$ cat config.mk
export PLATFORM = sky130hd
export DESIGN_NAME = rsrt_ram
export DESIGN_NICKNAME = d
export VERILOG_FILES = /design/src/rsrt_ram.sv
export SDC_FILE = /design/constraint.sdc
export NUM_CORES = 2
export LEC_CHECK = 0
export BUFFER_PORTS_ARGS = -buffer_cell sky130_fd_sc_hd__clkbuf_2
export CAP_MARGIN = 40
export CORE_MARGIN = 4
export CORE_UTILIZATION = 60
export DETAILED_ROUTE_END_ITERATION = 10
export PLACE_DENSITY = 0.76
export RECOVER_POWER = 50
export SLEW_MARGIN = 25
export SYNTH_ARGS = -nofsm -noshare
export SYNTH_HDL_FRONTEND = slang
export SYNTH_SLANG_ARGS = --single-unit
export TNS_END_PERCENT = 100
$ cat constraint.sdc
create_clock -name clk -period 2.8 [get_ports clk]
set_input_delay 0.14 -clock clk [delete_from_list [all_inputs] [get_ports clk]]
set_output_delay 0.14 -clock clk [all_outputs]
set_load 0.02 [all_outputs]
$ cat src/rsrt_ram.sv
// rejection sampler rate table: generic ram, one write and one read port
// registered read data that holds while read enable is low; no dependencies
module rsrt_ram #(
    parameter int WIDTH = 8,
    parameter int DEPTH = 256
) (
    input  logic                     clk,
    input  logic                     we,
    input  logic [$clog2(DEPTH)-1:0] waddr,
    input  logic [WIDTH-1:0]         wdata,
    input  logic                     re,
    input  logic [$clog2(DEPTH)-1:0] raddr,
    output logic [WIDTH-1:0]         rdata
);

    logic [WIDTH-1:0] mem_reg [DEPTH];
    logic [WIDTH-1:0] rdata_reg;

    always_ff @(posedge clk)
    begin
        if (we)
        begin
            mem_reg[waddr] <= wdata;
        end
        if (re)
        begin
            rdata_reg <= mem_reg[raddr];
        end
    end

    assign rdata = rdata_reg;

endmodule
=== After elaboration in Yosys (flattened, before gate mapping) ===
Memory sizes are Yosys's and may differ from the RTL's. A register that Yosys moved wholly into a read port is not among the register bits.
Cells that the tools add are included.

* Multipliers: 0
* Bitwise gates (word level): 0
* Multiplexer cells: 2
* Equality and inequality tests: 0
* Div/mod/pow operators: 0
* Magnitude comparators: 0
* Add/sub/neg operators: 0
* Reductions and logical operators: 0
* Shift operators: 0

{| class="wikitable"
|+ Operators by type and width
! operator !! count
|-
| $mux W1 || 2
|}

* Bits in latches: 0
* Memories: 1
* Word-level logic and storage cells: 3
* Output and inout port bits: 8
* Input bits: 27
* ROM bits: 0
* Register bits: 0
* Memory bits (writable): 2,048

{| class="wikitable"
|+ Memories
! memory !! depth !! width !! read ports !! clocked after memory_dff !! wr ports !! line !! RTL
|-
| mem_reg || 256 || 8 || 1 || 1 || 1 || 16 || <nowiki>logic [WIDTH-1:0] mem_reg [DEPTH];</nowiki>
|}

=== Logic depth before layout (Yosys ltp) ===
* Depth after elaboration: 2
* Mapped depth: 11
* Depth with buffers taken out: 6

=== Worst setup path before layout ===
Ideal clock, no wire load.

* Path type: input port to flip-flop
* Start point: input raddr[0]
* End point: register rdata_reg[2] (netlist: rdata[2]), read port of mem_reg, data pin
* Library setup time: 269 ps
* Path buffers: 4
* Arrival: 1,947 ps
* Path slack: 584 ps
* Data required time: 2,531 ps
* Cell stages on the path: 9
* Path through: buf_6 buf_12 buf_8 buf_2 mux4_2 a22oi_1 a21oi_1 nor4_1 nor4_2

{| class="wikitable"
|+ RTL lines
! item !! line !! RTL
|-
| from (decl) || 12 || <nowiki>input logic [$clog2(DEPTH)-1:0] raddr,</nowiki>
|-
| to (decl) || 17 || <nowiki>logic [WIDTH-1:0] rdata_reg;</nowiki>
|}

==> run summary <==
status -> finished, violations left
failing checks -> max-capacitance violations, max-slew violations
# port buffers -> 34
post-synth cell types -> 54
row cnt -> 133
Seq pwr share -> 0.533
floorplan core area -> 0.132 mm2
Setup Fix Bufs, Post-CTS -> 0
CP Class -> flip-flop to flip-flop
Die Span X -> 372 um
max cap viols -> 7
RSZ-0062 raised after global routing -> no
Post-Syn Area -> 0.0796 mm2
GPL Wtd Cong -> 0.861
share of layout cells above drive strength 1 -> 0.292
mean post-synth cell area -> 21.3 um2
antenna viol nets, final -> 0
number of flip-flops under the largest register name -> 2048
largest family of logic cells by synthesized area -> multiplexers
CTS Buffer Depth -> 3
CP peak stage delay -> 0.67 ns
Syn Inst Count -> 3733
Int Pwr -> 50.5 mW
Area Growth Syn to Fin -> 15.1%
Placed Area -> 0.0852 mm2
clk slew on worst S/H paths -> 0.07 ns
Post-synth ARST share -> 0
Starting Density -> 0.605
post-place setup slack -> -0.365 ns
post-synthesis sequential area ratio -> 0.775
Slew Limit Fails -> 618
final wirelength -> 198000 um
synthesis-stage register bit count -> 2056
maximum VDD drop -> 0.708 mV
Comb power frac -> 0.052
Hold Path Class -> input pin to flip-flop
Nets -> 4269
Synth Area in XOR/XNOR -> 0
die area -> 0.139 mm2
Worst setup SP type -> flip-flop
Synth Area in Compound Gates -> 0.0342
# setup viols final -> 0
1st-iter DRT viols -> 6155
vias after detailed routing -> 41500
Slew Limit Headroom -> -0.785
clock skew -> 0.0349 ns
top cells by area, synth -> edfxtp_1 78%, mux4_2 13%, mux2i_1 1.7%
commonest non-fill, non-tap cell in the layout -> edfxtp_1
number of placed I/O pins -> 35
Finished Cell Area -> 0.0916 mm2
DRC -> 0
Routed WL per cell -> 32.1 um
drt pass-1 iters -> 6
area leader, netlist -> edfxtp_1
critical path capture point type -> flip-flop
P per Cell Area -> 697 mW/mm2
Post-synth EDFFs -> 2056
Post-Synth Adder-Cell Area -> 0
most frequent cells in the layout -> 2056 x edfxtp_1, 454 x mux4_2, 416 x buf_4
clock network power share -> 0.415
top cell type's share of synthesized area -> 0.775
net switching power -> 13.3 mW
initial antenna violation count -> 10
clk sinks -> 2056
largest net degree at the start of global routing -> 119
yosys warns -> 0
maximum clock rate -> 371 MHz
syn nets -> 3760
post-synthesis mux area share -> 0.146
htree depth -> 4
Skew-Pair Late Insertion Delay -> 0.82 ns
global-route wire length before repair -> 290000 um
worst path arrival time -> 3.23 ns
Global Route Usage Sum -> 0.292
CTS buffer count -> 193
total negative setup slack -> 0 ns
Die Height -> 372 um
root buffer cell -> clkbuf_16
vias in the first global route -> 41800
Final WS setup -> 0.108 ns
period utilisation layout -> 0.962
Primary FF master, synth -> edfxtp_1
# fillers -> 7588
Remaining Overflow, GRT -> 0
crit-path max FO -> 1
fin crit period -> 2.69 ns
CTS tree -> yes
Critical Path RT -> 3.34 ns
simple-gate area share of the yosys netlist -> 0.0263
crit path cell chain -> mux4_2 -> a22o_1 -> a221oi_2 -> o32ai_2 -> nor3_1 -> nor4_2
Sw Ratio -> 0.209
leak pwr -> 29.4 nW
CP max-delay cell -> nor3_1
Via-to-Cell Ratio -> 6.73
Final Hold Violating Endpoints -> 0
slew of the pin with the lowest slew margin -> 2.68 ns
HPWL after detailed placement -> 122000 um
[final cells by class]
class | instances | area [um2] | share of cell area
diodes | 12 | 30.0 | 0.000328
well taps | 1755 | 2200 | 0.0240
inverters | 2 | 7.51 | 0.0000819
flip-flops and latches | 2056 | 61700 | 0.674
clock inverters | 126 | 1370 | 0.0149
multi-input cells | 1442 | 16500 | 0.180
clock buffers | 231 | 5060 | 0.0552
repair buffers | 547 | 4740 | 0.0517
[per-stage QoR]
stage | total power [mW] | std cells | hold WS [ns] | utilization
global placement | 37.9 | 5781 | 0.632 | 0.647
detailed placement | 37.9 | 5784 | 0.617 | 0.647
floorplan | 36.3 | 3733 | 0.239 | -
finish | 63.8 | 6171 | 0.105 | 0.696
CTS | 64.0 | 6151 | 0.00871 | 0.697
global route | 65.5 | 6161 | 0.0828 | 0.696
[routing by layer]
metal / vias up / GRT usage / part of all wire
met5: - / 0 / 0
met4: 0 / 0.116 / 0.045
met3: 513 / 0.0734 / 0.12
met1: 21400 / 0.403 / 0.35
met2: 2873 / 0.456 / 0.48
li1: 16700 / - / -
[critical path: cells and delay by family, from the launching register on]
kind / cells / cell delay [ns]
AND/OR/NAND/NOR: 2 / 0.79
flip-flops: 1 / 0.38
AO/OA/AOI/OAI: 3 / 0.78
multiplexers: 1 / 0.46
[worst paths after layout]
check | from | slack (ns) | end | cells past startpoint
worst max-delay path | mem_reg[80][6] | 0.11 | rdata[6] | 6
worst min register to register | mem_reg[63][3] | 1.23 | rdata[3] | 6
worst max register to register | mem_reg[80][6] | 0.11 | rdata[6] | 6
worst min-delay path | waddr[5] | 0.11 | mem_reg[180][1] | 3
[cell usage after synthesis (2+ instances only)]
master and number:
nand2b_1 8, buf_4 27, nand3b_1 2, and3b_1 2, clkbuf_1 111, nor4_2 3, o221ai_1 46, a211oi_1 16
o21ai_0 10, o21ai_1 2, buf_8 13, nor2b_1 31, nor3_1 22, buf_1 22, o211ai_1 10, nor2_1 282
buf_2 31, a221oi_1 13, a22o_1 8, mux2i_1 134, buf_6 21, mux4_1 2, a311oi_1 2, nand4_1 10
a2111oi_0 2, a2111oi_1 2, o22a_1 5, nand2_1 33, a22oi_1 133, a21oi_1 96, o22ai_1 28, nand3_1 34
a31oi_1 2, nor4_1 24, o32ai_1 4, or2_2 4, and2_1 6, mux4_2 454, edfxtp_1 2056, buf_12 8
[power groups by stage]
stage                     clock, mW  sequential [mW]  combinational [mW]
after floorplan                   0             34.6                1.65
after global placement            0             34.6                3.22
after detailed placement          0             34.6                3.28
after CTS                      26.7             34.0                3.33
after global routing           28.0             34.0                3.48
final                          26.5             34.0                3.33
[repair_timing]
action,in CTS,in global routing
endpoints found under the hold margin,335,125
resized for setup,0,4
hold buffers,10,1
setup endpoints to repair,0,4
[cells by family (layout without fill, tap and decap cells)]
logic type,after synthesis,after routing
AOI/OAI and AO/OA,385,385
buffers and inverters,235,906
DFF,2056,2056
muxes,591,591
other,0,12
and+or+nand+nor,466,466
(Power assumes the default switching activity.)
